<file path="src/assert_macros.svh">
// assertion macros used by the lifo store back end
`ifndef ASSERT_MACROS_SVH
`define ASSERT_MACROS_SVH

// same-cycle implication, masked during reset
`define LWS_ASSERT_IMP(lbl, clk, rst, ante, cons) \
   lbl: assert property (@(posedge clk) disable iff (rst) (ante) |-> (cons)) \
      else $error("lifo store check failed");

// next-cycle implication, masked during reset
`define LWS_ASSERT_NXT(lbl, clk, rst, ante, cons) \
   lbl: assert property (@(posedge clk) disable iff (rst) (ante) |=> (cons)) \
      else $error("lifo store check failed");

`endif

</file>
<file path="src/lws_pkg.sv">
// types and constants of the lifo store with search
`default_nettype none

package lws_pkg;

   // store depth and derived widths
   localparam int DEPTH = 64;
   localparam int IDX_W = $clog2(DEPTH);
   localparam int CNT_W = $clog2(DEPTH + 1);
   localparam logic [CNT_W-1:0] FILL_FULL = CNT_W'(DEPTH);

   // raw action codes on the request channel
   localparam logic [1:0] ACT_PUSH   = 2'd0;
   localparam logic [1:0] ACT_POP    = 2'd1;
   localparam logic [1:0] ACT_SEARCH = 2'd2;
   localparam logic [1:0] ACT_DUMP   = 2'd3;

   typedef enum logic [1:0] {
      OP_PUSH,
      OP_POP,
      OP_SEARCH,
      OP_DUMP
   } op_type;

   typedef enum logic [2:0] {
      ST_OK        = 3'd0,
      ST_EMPTY     = 3'd1,
      ST_FOUND     = 3'd2,
      ST_NOT_FOUND = 3'd3,
      ST_FULL      = 3'd4
   } status_type;

   typedef enum logic [1:0] {
      S_IDLE,
      S_POP,
      S_SEARCH,
      S_DUMP
   } state_type;

   // classified request as held in the queue
   typedef struct packed {
      op_type             op;
      logic signed [31:0] value;
   } req_item_type;

endpackage

`default_nettype wire

</file>
<file path="src/lws_ifs.sv">
// request and response channel interfaces
`default_nettype none

interface lws_req_if;
   logic               valid;
   logic               ready;
   logic [1:0]         action;
   logic signed [31:0] value;

   modport source (output valid, action, value, input ready);
   modport sink   (input valid, action, value, output ready);
endinterface

interface lws_rsp_if;
   logic               valid;
   logic               ready;
   logic [2:0]         status;
   logic signed [31:0] data;
   logic               last;

   modport source (output valid, status, data, last, input ready);
   modport sink   (input valid, status, data, last, output ready);
endinterface

`default_nettype wire

</file>
<file path="src/lifo_store_with_search.sv">
// top level of the lifo store with search
//
//   channel    dir   handshake              payload
//   req_chan   in    valid / ready          action[1:0], value[31:0] signed
//   rsp_chan   out   valid / ready          status[2:0], data[31:0] signed, last
//
// push is done in idle, pop via the pop state (in idle when empty); search and
// dump read one entry per cycle via the memory read port (dump when not stalled).
// a two-entry request queue sits before the sequencer and a response
// register after it, so requests are taken while a response waits.
// reset is synchronous and empties the store and the queue at once.
// a stalled response holds the sequencer; a full queue holds off requests.
`default_nettype none

module lifo_store_with_search
   import lws_pkg::*;
(
   input  wire logic clock,
   input  wire logic reset,
   lws_req_if.sink   req_chan,
   lws_rsp_if.source rsp_chan
);

   logic         q_valid;
   logic         q_ready;
   req_item_type q_item;

   // request intake and decode
   lws_front u_front (
      .clock    (clock),
      .reset    (reset),
      .req_chan (req_chan),
      .q_valid  (q_valid),
      .q_ready  (q_ready),
      .q_item   (q_item)
   );

   // stack execution and responses
   lws_back u_back (
      .clock    (clock),
      .reset    (reset),
      .q_valid  (q_valid),
      .q_ready  (q_ready),
      .q_item   (q_item),
      .rsp_chan (rsp_chan)
   );

endmodule

`default_nettype wire

</file>
<file path="src/lws_front.sv">
// front end: accepts requests, decodes the action and queues them
`default_nettype none

module lws_front
   import lws_pkg::*;
(
   input  wire logic   clock,
   input  wire logic   reset,
   lws_req_if.sink     req_chan,
   output logic        q_valid,
   input  wire logic   q_ready,
   output req_item_type q_item
);

   logic [1:0]   count_ff, count_in;
   logic         wr_ptr_ff, wr_ptr_in;
   logic         rd_ptr_ff, rd_ptr_in;
   req_item_type buf_ff [2];
   req_item_type dec_item;
   logic         push, pop;

   // action decode
   always_comb begin
      dec_item.value = req_chan.value;
      case (req_chan.action)
         ACT_PUSH:   dec_item.op = OP_PUSH;
         ACT_POP:    dec_item.op = OP_POP;
         ACT_SEARCH: dec_item.op = OP_SEARCH;
         ACT_DUMP:   dec_item.op = OP_DUMP;
         default:    dec_item.op = OP_DUMP;
      endcase
   end

   // two-entry queue handshake
   assign req_chan.ready = (count_ff != 2'd2);
   assign push    = req_chan.valid && req_chan.ready;
   assign q_valid = (count_ff != 2'd0);
   assign pop     = q_valid && q_ready;
   assign q_item  = buf_ff[rd_ptr_ff];

   // pointer and count update
   always_comb begin
      wr_ptr_in = wr_ptr_ff ^ push;
      rd_ptr_in = rd_ptr_ff ^ pop;
      count_in  = count_ff;
      if (push && !pop) begin
         count_in = count_ff + 2'd1;
      end else if (pop && !push) begin
         count_in = count_ff - 2'd1;
      end
   end

   always_ff @(posedge clock) begin
      if (reset) begin
         count_ff  <= 2'd0;
         wr_ptr_ff <= 1'b0;
         rd_ptr_ff <= 1'b0;
      end else begin
         count_ff  <= count_in;
         wr_ptr_ff <= wr_ptr_in;
         rd_ptr_ff <= rd_ptr_in;
      end
   end

   // queue storage
   always_ff @(posedge clock) begin
      if (push) begin
         buf_ff[wr_ptr_ff] <= dec_item;
      end
   end

endmodule

`default_nettype wire

</file>
<file path="src/lws_back.sv">
// back end: stack memory, sequencer and response register
`default_nettype none

`include "assert_macros.svh"

module lws_back
   import lws_pkg::*;
(
   input  wire logic    clock,
   input  wire logic    reset,
   input  wire logic    q_valid,
   output logic         q_ready,
   input  req_item_type q_item,
   lws_rsp_if.source    rsp_chan
);

   state_type          state_ff, state_in;
   logic [CNT_W-1:0]   fill_ff, fill_in;
   logic [IDX_W-1:0]   idx_ff, idx_in;
   logic               hit_ff, hit_in;
   logic signed [31:0] key_ff, key_in;
   logic signed [31:0] mem [DEPTH];
   logic signed [31:0] rd_data_ff;

   logic               rsp_valid_ff, rsp_valid_in;
   status_type         rsp_status_ff;
   logic signed [31:0] rsp_data_ff;
   logic               rsp_last_ff;

   logic               slot_free;
   logic               emit;
   status_type         emit_status;
   logic signed [31:0] emit_data;
   logic               emit_last;
   logic               wr_en;
   logic [CNT_W-1:0]   fill_dec;
   logic [IDX_W-1:0]   top_idx;
   logic               is_empty, is_full, hit_now;

   assign slot_free = !rsp_valid_ff || rsp_chan.ready;
   assign fill_dec  = fill_ff - CNT_W'(1);
   assign top_idx   = fill_dec[IDX_W-1:0];
   assign is_empty  = (fill_ff == '0);
   assign is_full   = (fill_ff == FILL_FULL);
   assign hit_now   = hit_ff || (rd_data_ff == key_ff);

   // sequencer next state and result selection
   always_comb begin
      state_in    = state_ff;
      fill_in     = fill_ff;
      idx_in      = idx_ff;
      hit_in      = hit_ff;
      key_in      = key_ff;
      q_ready     = 1'b0;
      emit        = 1'b0;
      emit_status = ST_OK;
      emit_data   = '0;
      emit_last   = 1'b1;
      wr_en       = 1'b0;
      case (state_ff)
         S_IDLE: begin
            if (q_valid && slot_free) begin
               q_ready = 1'b1;
               case (q_item.op)
                  OP_PUSH: begin
                     emit = 1'b1;
                     if (is_full) begin
                        emit_status = ST_FULL;
                     end else begin
                        wr_en   = 1'b1;
                        fill_in = fill_ff + CNT_W'(1);
                     end
                  end
                  OP_POP: begin
                     if (is_empty) begin
                        emit        = 1'b1;
                        emit_status = ST_EMPTY;
                     end else begin
                        fill_in  = fill_dec;
                        idx_in   = top_idx;
                        state_in = S_POP;
                     end
                  end
                  OP_SEARCH: begin
                     if (is_empty) begin
                        emit        = 1'b1;
                        emit_status = ST_EMPTY;
                     end else begin
                        key_in   = q_item.value;
                        hit_in   = 1'b0;
                        idx_in   = '0;
                        state_in = S_SEARCH;
                     end
                  end
                  OP_DUMP: begin
                     if (is_empty) begin
                        emit        = 1'b1;
                        emit_status = ST_EMPTY;
                     end else begin
                        idx_in   = top_idx;
                        state_in = S_DUMP;
                     end
                  end
                  default: begin
                     q_ready = 1'b0;
                  end
               endcase
            end
         end
         S_POP: begin
            if (slot_free) begin
               emit      = 1'b1;
               emit_data = rd_data_ff;
               state_in  = S_IDLE;
            end
         end
         S_SEARCH: begin
            // one entry compared per cycle, bottom to top
            if (idx_ff == top_idx) begin
               if (slot_free) begin
                  emit        = 1'b1;
                  emit_status = hit_now ? ST_FOUND : ST_NOT_FOUND;
                  state_in    = S_IDLE;
               end
            end else begin
               idx_in = idx_ff + IDX_W'(1);
               hit_in = hit_now;
            end
         end
         S_DUMP: begin
            // one entry streamed per cycle while the response slot is free, top to bottom
            if (slot_free) begin
               emit      = 1'b1;
               emit_data = rd_data_ff;
               emit_last = (idx_ff == '0);
               if (idx_ff == '0) begin
                  state_in = S_IDLE;
               end else begin
                  idx_in = idx_ff - IDX_W'(1);
               end
            end
         end
         default: begin
            state_in = S_IDLE;
         end
      endcase
   end

   // response valid
   always_comb begin
      rsp_valid_in = rsp_valid_ff;
      if (emit) begin
         rsp_valid_in = 1'b1;
      end else if (rsp_chan.ready) begin
         rsp_valid_in = 1'b0;
      end
   end

   // control registers
   always_ff @(posedge clock) begin
      if (reset) begin
         state_ff     <= S_IDLE;
         fill_ff      <= '0;
         rsp_valid_ff <= 1'b0;
      end else begin
         state_ff     <= state_in;
         fill_ff      <= fill_in;
         rsp_valid_ff <= rsp_valid_in;
      end
   end

   // datapath registers
   always_ff @(posedge clock) begin
      idx_ff <= idx_in;
      hit_ff <= hit_in;
      key_ff <= key_in;
      if (emit) begin
         rsp_status_ff <= emit_status;
         rsp_data_ff   <= emit_data;
         rsp_last_ff   <= emit_last;
      end
   end

   // stack memory, one write and one registered read port
   always_ff @(posedge clock) begin
      if (wr_en) begin
         mem[fill_ff[IDX_W-1:0]] <= q_item.value;
      end
      rd_data_ff <= mem[idx_in];
   end

   assign rsp_chan.valid  = rsp_valid_ff;
   assign rsp_chan.status = rsp_status_ff;
   assign rsp_chan.data   = rsp_data_ff;
   assign rsp_chan.last   = rsp_last_ff;

   // checks
   `LWS_ASSERT_IMP(a_fill_bound, clock, reset, 1'b1, fill_ff <= FILL_FULL)
   `LWS_ASSERT_IMP(a_scan_nonempty, clock, reset,
      state_ff == S_SEARCH || state_ff == S_DUMP, !is_empty && CNT_W'(idx_ff) < fill_ff)
   `LWS_ASSERT_NXT(a_push_grows, clock, reset, q_ready && q_item.op == OP_PUSH && !is_full,
      fill_ff == $past(fill_ff) + CNT_W'(1))
   `LWS_ASSERT_IMP(a_take_idle, clock, reset, q_ready, state_ff == S_IDLE && slot_free)

endmodule

`default_nettype wire

</file>
<file path="src/flat_wrapper.sv">
// flat-port wrapper written by rule: the top's interface ports become plain ports
module lifo_store_with_search_flat import lws_pkg::*;
  (clock, reset, req_chan_valid, req_chan_action, req_chan_value, req_chan_ready, rsp_chan_valid, rsp_chan_status, rsp_chan_data, rsp_chan_last, rsp_chan_ready);
  lws_req_if req_chan_i ();
  lws_rsp_if rsp_chan_i ();
  input  wire logic clock;
  input  wire logic reset;
  input wire logic [$bits(req_chan_i.valid)-1:0] req_chan_valid;
  input wire logic [$bits(req_chan_i.action)-1:0] req_chan_action;
  input wire logic [$bits(req_chan_i.value)-1:0] req_chan_value;
  output wire logic [$bits(req_chan_i.ready)-1:0] req_chan_ready;
  output wire logic [$bits(rsp_chan_i.valid)-1:0] rsp_chan_valid;
  output wire logic [$bits(rsp_chan_i.status)-1:0] rsp_chan_status;
  output wire logic [$bits(rsp_chan_i.data)-1:0] rsp_chan_data;
  output wire logic [$bits(rsp_chan_i.last)-1:0] rsp_chan_last;
  input wire logic [$bits(rsp_chan_i.ready)-1:0] rsp_chan_ready;
  assign req_chan_i.valid = req_chan_valid;
  assign req_chan_i.action = req_chan_action;
  assign req_chan_i.value = req_chan_value;
  assign req_chan_ready = req_chan_i.ready;
  assign rsp_chan_valid = rsp_chan_i.valid;
  assign rsp_chan_status = rsp_chan_i.status;
  assign rsp_chan_data = rsp_chan_i.data;
  assign rsp_chan_last = rsp_chan_i.last;
  assign rsp_chan_i.ready = rsp_chan_ready;
  lifo_store_with_search u_core (.clock(clock), .reset(reset), .req_chan(req_chan_i), .rsp_chan(rsp_chan_i));
endmodule
</file>
<file path="config.mk">
export PLATFORM = sky130hd
export DESIGN_NAME = lifo_store_with_search_flat
export DESIGN_NICKNAME = d
export VERILOG_FILES = /design/src/lws_pkg.sv /design/src/lws_ifs.sv /design/src/lifo_store_with_search.sv /design/src/lws_front.sv /design/src/lws_back.sv /design/src/flat_wrapper.sv
export VERILOG_INCLUDE_DIRS = /design/src /design/src/src
export SDC_FILE = /design/constraint.sdc
export NUM_CORES = 2
export LEC_CHECK = 0
export BUFFER_PORTS_ARGS = -buffer_cell sky130_fd_sc_hd__buf_4
export CAP_MARGIN = 20
export CORE_ASPECT_RATIO = 0.75
export CORE_MARGIN = 1.5
export CORE_UTILIZATION = 45
export CTS_BUF_LIST = sky130_fd_sc_hd__clkbuf_4
export CTS_CLUSTER_SIZE = 30
export DETAILED_ROUTE_END_ITERATION = 8
export HOLD_SLACK_MARGIN = 0.1
export SYNTH_ARGS = -nofsm -noshare
export SYNTH_HDL_FRONTEND = slang
export SYNTH_SLANG_ARGS = --single-unit
</file>
<file path="constraint.sdc">
create_clock -name clock -period 7.7 [get_ports clock]
set_clock_uncertainty 0.1 [all_clocks]
set_input_delay 0 -clock clock [delete_from_list [all_inputs] [get_ports clock]]
set_output_delay 0 -clock clock [all_outputs]
set_load 0.005 [all_outputs]
</file>
* Word-level counts from Yosys, hierarchy flattened
Memories as Yosys holds them, arrays and structs flattened. A register that Yosys moved wholly into a read port is not among the register bits.
Cells that the tools add are included.
** Word-level totals
- Output and inout port bits :: 38
- Latch bits :: 0
- Memory bits (writable) :: 2116
- Register bits after elaboration :: 89
- Memories :: 2
- ROM bits :: 0
** Operators by class
- Add/subtract/negate cells :: 6
- Multiply operators :: 0
- Divide/modulo/power cells :: 0
- Equal/unequal tests :: 26
- Bitwise logic cells :: 3
- Shift-type cells :: 0
- Reduce and logical (&&, ||, !) cells :: 29
- $lt $le $gt $ge :: 0
- Multiplexer cells :: 56
** Memory list
- u_core.u_back.mem :: words 64, width 32, rd ports 1, clocked after Yosys merged registers in 1, wr ports 1, line lws_back.sv:22 : logic signed [31:0] mem [DEPTH];
- u_core.u_front.buf_ff :: words 2, width 34, rd ports 1, clocked after Yosys merged registers in 1, wr ports 1, line lws_front.sv:18 : req_item_type buf_ff [2];
** Operator list (count)
- $mux 6 :: 6
- $eq 32x32->1 :: 1
- $mux 2 :: 12
- $mux 1 :: 23
- $ne 2x2->1 const B :: 9
- $pmux 6 s3 :: 1
- $pmux 2 s4 :: 2
- $mux 7 :: 2
- $pmux 7 s2 :: 1
- $eq 2x2->1 const B :: 6
- $pmux 3 s2 :: 2
- $pmux 6 s2 :: 1
- $reduce_and 5->1 :: 2
- $reduce_bool 2->1 :: 5
- $ne 3x3->1 const B :: 3
- $reduce_and 8->1 :: 1
- $add 7x1->7 const B :: 1
- $eq 7x7->1 const B :: 1
- $logic_not 7->1 :: 1
- $sub 7x1->7 const B :: 1
- $add 6x1->6 const B :: 1
- $eq 2x1->1 const B :: 3
- $eq 6x6->1 :: 1
- $logic_not 2->1 :: 3
- other kinds (19) :: 31

* Longest topological paths before layout
- Depth in word-level cells :: 9
- Mapped depth :: 21
- Gate-level depth less buffers :: 14

* By module
A second synthesis with hierarchy kept.
** Unflattened totals
- Cell total of the unflattened synthesis :: 5420
- Area total of the unflattened synthesis :: 88352.2 sq um
** Modules (own cells, without submodules)
- lws_back :: area an instance 85693.4 sq um, cells each 5291, times used 1
- lws_front :: area an instance 2658.8 sq um, cells each 129, times used 1

* Worst setup path before layout
Ideal clock, no wire load.
- Path type :: flip-flop to flip-flop
- Start point :: register, netlist name u_core.u_front.rd_ptr_ff
- End point :: register u_core.u_back.rd_data_ff[19] (read register of u_core.u_back.mem)
- Arrival :: 4.566 ns
- Setup slack :: 2.900 ns
- Stages on the path, launching flop included :: 20
- Buffers on the path :: 7
- Library setup time :: 0.134 ns
- Path through :: dfxtp_1 > clkbuf_1 > buf_1 > mux2i_1 > inv_1 > ha_1 > buf_2 > o311ai_1 > a21oi_1 > o21ai_1 > and4_1 > buf_6 > buf_6 > clkbuf_1 > buf_2 > mux2i_1 > mux2i_1 > a22oi_1 > o211ai_1 > or4_1
** RTL lines
- end, declared :: line lws_back.sv:23 : logic signed [31:0] rd_data_ff;

==> impl_metrics.csv <==
group,metric,value,unit
timing,finalHoldViolCount,0,
floorplanning,core_area,197000,um^2
floorplanning,rows,141,
yosys,synth_edf_count,2185,
setup_path,reg2reg_depth,15,
final_layout,drive_above_1_share,0.189,
timing,finalSetupViolations,0,
power,p_seq_frac,0.352,
floorplanning,dieArea,201000,um^2
job,drv_cap,0,
global_route,grt_pass1_wl,391,mm
cts,clock_latency,1.26,ns
timing,slew_headroom,0.170,
route,drc,0,
setup_path,crit_fanout,52,
global_route,grt_start_max_net_pins,147,
hold_path,holdCritPathClass,"in -> reg",
timing,tightestPinTransition,1.24,ns
power,irDropWorstVdd,776,uV
timing,fmax,0.166,GHz
route,drt_iter0_markers,7941,
power,power_leakage,38.2,nW
setup_path,arrival,7.04,ns
cts,cts_tree,"done",
yosys,syn-num-nets,5676,
setup_path,crit_start,"u_core.u_front.rd_ptr_ff$_SDFF_PP0_",
place,port_buffers,75,
timing,slew_viol_final,0,
setup_path,r2r_setup_slack,1.66,ns
route,ant_nets,0,
floorplanning,ios,76,
cts,cts_max_path_buffers,4,
cts,h-tree-depth,6,
route,wl_per_cell,30.6,um
yosys,synth_seq_cells,2237,
setup_path,startpoint_type,"flip-flop",
yosys,yosysSeqAreaShare,0.747,
global_route,grt_pass1_vias,51700,
yosys,ys_warn_count,0,
setup_path,required,8.70,ns
cts,cts_resized,0,
yosys,synth_area,89200,um^2
timing,setup_ws,1.66,ns
global_route,gr-total-overflow,0,
timing,tns,0,ns
route,via_count,54800,
power,p_int,26.3,mW
timing,rsz0062_at_grt,"no",
yosys,synth_flop_cell,"edfxtp_1",
route,first_pass_iters,6,
setup_path,cp-end-kind,"flip-flop",
final_layout,nets,6285,
yosys,async_flop_share,0,
final_layout,syn2layout_area_growth,14.3,%
place,hpwlAfterDp,156,mm
power,switching_share,0.396,
global_route,antenna_found_initial,14,
power,clkPwrFrac,0.222,
run_status,status,"finished, final reports clean",
yosys,syn_inst,5618,
power,p_comb_frac,0.426,
global_route,track_usage,0.277,
cts,clk_pin_slew_worst_paths,0.06,ns
floorplanning,die_x,517,um
power,powerDensity,428,nW/um^2
yosys,syn-mean-instance-area,15.9,um^2
route,avgViaCountPerCell,5.94,
yosys,ys_types,79,
setup_path,r2r_start,"u_core.u_front.rd_ptr_ff$_SDFF_PP0_",
route,drt-total-wl,282,mm
cts,clock-sinks,2237,
floorplanning,die_y,389,um
setup_path,r2r-end,"u_core.u_back.rd_data_ff[16]$_DFF_P_",
power,switchingPower,17.3,mW
cts,numCtsBuffers,550,
cts,root_buffer,"clkbuf_4",
hold_path,holdCritStartpoint,"req_chan_value[14]",
timing,period_share,0.784,
timing,layout_min_cycle_time,6.04,ns
floorplanning,start_util,0.453,
setup_path,worst-setup-path-type,"reg -> reg",
setup_path,cp-endpoint,"u_core.u_back.rd_data_ff[16]$_DFF_P_",
place,dp_slack,1.72,ns
place,gp_congestion,0.862,
==> sequential cells by signal (all words and copies together) (netlist names) <==
signal	cells
u_core.u_front.count_ff	2
u_core.u_back.rsp_chan.data	32
u_core.u_back.state_ff	2
u_core.u_back.mem	2048
u_core.u_back.hit_ff	1
u_core.u_back.rsp_chan.status	3
u_core.u_back.rd_data_ff	32
u_core.u_back.key_ff	32
u_core.u_front.wr_ptr_ff	1
u_core.u_front.rd_ptr_ff	1
u_core.u_front.buf_ff	68
u_core.u_back.rsp_chan.last	1
u_core.u_back.idx_ff	6
u_core.u_back.rsp_chan.valid	1
u_core.u_back.fill_ff	7
==> routing by layer <==
| layer | vias to the layer above | wire [um] | share of wire | track usage |
|---|---|---|---|---|
| li1 | 23100 | - | - | - |
| met1 | 27700 | 120000 | 0.43 | 0.416 |
| met2 | 3453 | 119000 | 0.42 | 0.385 |
| met3 | 516 | 34600 | 0.12 | 0.0770 |
| met4 | 12 | 8720 | 0.031 | 0.0918 |
| met5 | - | 80 | 0.00028 | 0 |
==> stage by stage <==
| step | utilization | std cells | hold WS [ns] | power (mW) | area [um^2] |
|---|---|---|---|---|---|
| 3_5_place_dp | 0.477 | 8201 | 0.0885 | 33.8 | 94000 |
| 3_3_place_gp | 0.476 | 8186 | 0.0857 | 33.6 | 93700 |
| 6_report | 0.518 | 9235 | 0.266 | 43.6 | 102000 |
| 5_1_grt | 0.518 | 9228 | 0.196 | 45.5 | 102000 |
| 2_1_floorplan | - | 5618 | -0.0309 | 27.9 | 89200 |
| 4_1_cts | 0.517 | 9214 | 0.146 | 43.4 | 102000 |
==> final cells by class <==
cell class	instances	area [um^2]
fillers	16400	94900
flip-flops and latches	2237	66700
multi-input cells	3031	21600
clock buffers	795	5970
repair buffers	375	3660
well taps	2645	3310
clock inverters	110	637
inverters	32	136
diodes	10	25.0
==> worst max-delay path, stage by stage, from the launching register on <==
cell and delay, ns:
dfxtp_2 0.36, mux2i_1 0.59, inv_1 0.19, ha_1 0.29
o311ai_1 0.43, a21oi_1 0.19, o21ai_1 0.47, and4_4 0.78
buf_12 0.42, buf_4 0.51, buf_4 0.30, mux2i_1 0.20
mux2i_1 0.09, a22oi_1 0.29, nand4_1 0.12, or4b_1 0.50
==> worst min path at each step <==
| stage | to | slack (ns) | cells past startpoint |
|---|---|---|---|
| CTS | u_core.u_front.buf_ff[0][14]$_DFFE_PP_ | 0.15 | 3 |
| floorplan | u_core.u_back.fill_ff[6]$_SDFFE_PP0P_ | -0.03 | 1 |
| global placement | u_core.u_front.buf_ff[1][9]$_DFFE_PP_ | 0.09 | 1 |
| detailed placement | u_core.u_front.buf_ff[0][7]$_DFFE_PP_ | 0.09 | 1 |
| finish | u_core.u_front.buf_ff[0][14]$_DFFE_PP_ | 0.27 | 3 |
| global route | u_core.u_front.buf_ff[1][14]$_DFFE_PP_ | 0.20 | 3 |
==> logic make-up after synthesis <==
| kind of cell | after synthesis | synth area share |
|---|---|---|
| flip-flops | 2237 | 0.747 |
| AND/OR/NAND/NOR | 1586 | 0.0824 |
| multiplexers | 1067 | 0.120 |
| buffers and inverters | 350 | 0.0174 |
| AO/OA/AOI/OAI | 310 | 0.0248 |
| XOR/XNOR | 48 | 0.00495 |
| adder cells (fa/ha/maj) | 20 | 0.00281 |
==> what timing repair did <==
action	CTS	global route
hold buffers	108	0
buffers inserted	0	0
hold endpoints to repair	196	0
==> power groups by stage <==
stage                     Combinational, mW  Clock, mW  Sequential [mW]
after CTS                              18.3       9.82             15.4
after global placement                 18.0          0             15.6
after global routing                   19.7       10.5             15.4
after detailed placement               18.2          0             15.6
after floorplan                        12.5          0             15.4
final                                  18.6       9.70             15.4
==> cells in the mapped netlist (27+ instances only) <==
library cell | number | area (um^2)
a21oi_1 | 59 | 295
a22oi_1 | 81 | 608
and2_1 | 37 | 231
buf_2 | 119 | 596
clkbuf_1 | 157 | 589
dfxtp_1 | 52 | 1040
edfxtp_1 | 2185 | 65600
mux2_2 | 36 | 405
mux2i_1 | 1031 | 10300
nand2_1 | 753 | 2830
nand3_1 | 434 | 2170
nand4_1 | 130 | 813
nor2_1 | 107 | 402
o211ai_1 | 27 | 203
xnor2_1 | 42 | 368
==> cells in the final DEF, fill, tap and decap left out, types with 16 or more instances in the layout <==
cell           instances
nand4_1              130
mux2_2                36
inv_1                 26
or4_1                 22
nor3_1                16
clkinv_1              71
and3_1                25
edfxtp_1            2185
a21oi_1               59
buf_4                221
o21ai_0               25
o211ai_1              27
dlygate4sd3_1        108
inv_2                 27
a311oi_1              23
nor2_1                37
and2_1                37
nand3_1              433
o22ai_1               25
xnor2_1               42
clkbuf_4             795
a22oi_1               81
ha_1                  18
dfxtp_1               51
nor2_4                69
buf_12                43
mux2i_1             1031
nand2_1              753
No activity file was read; power rests on OpenSTA's default activity.
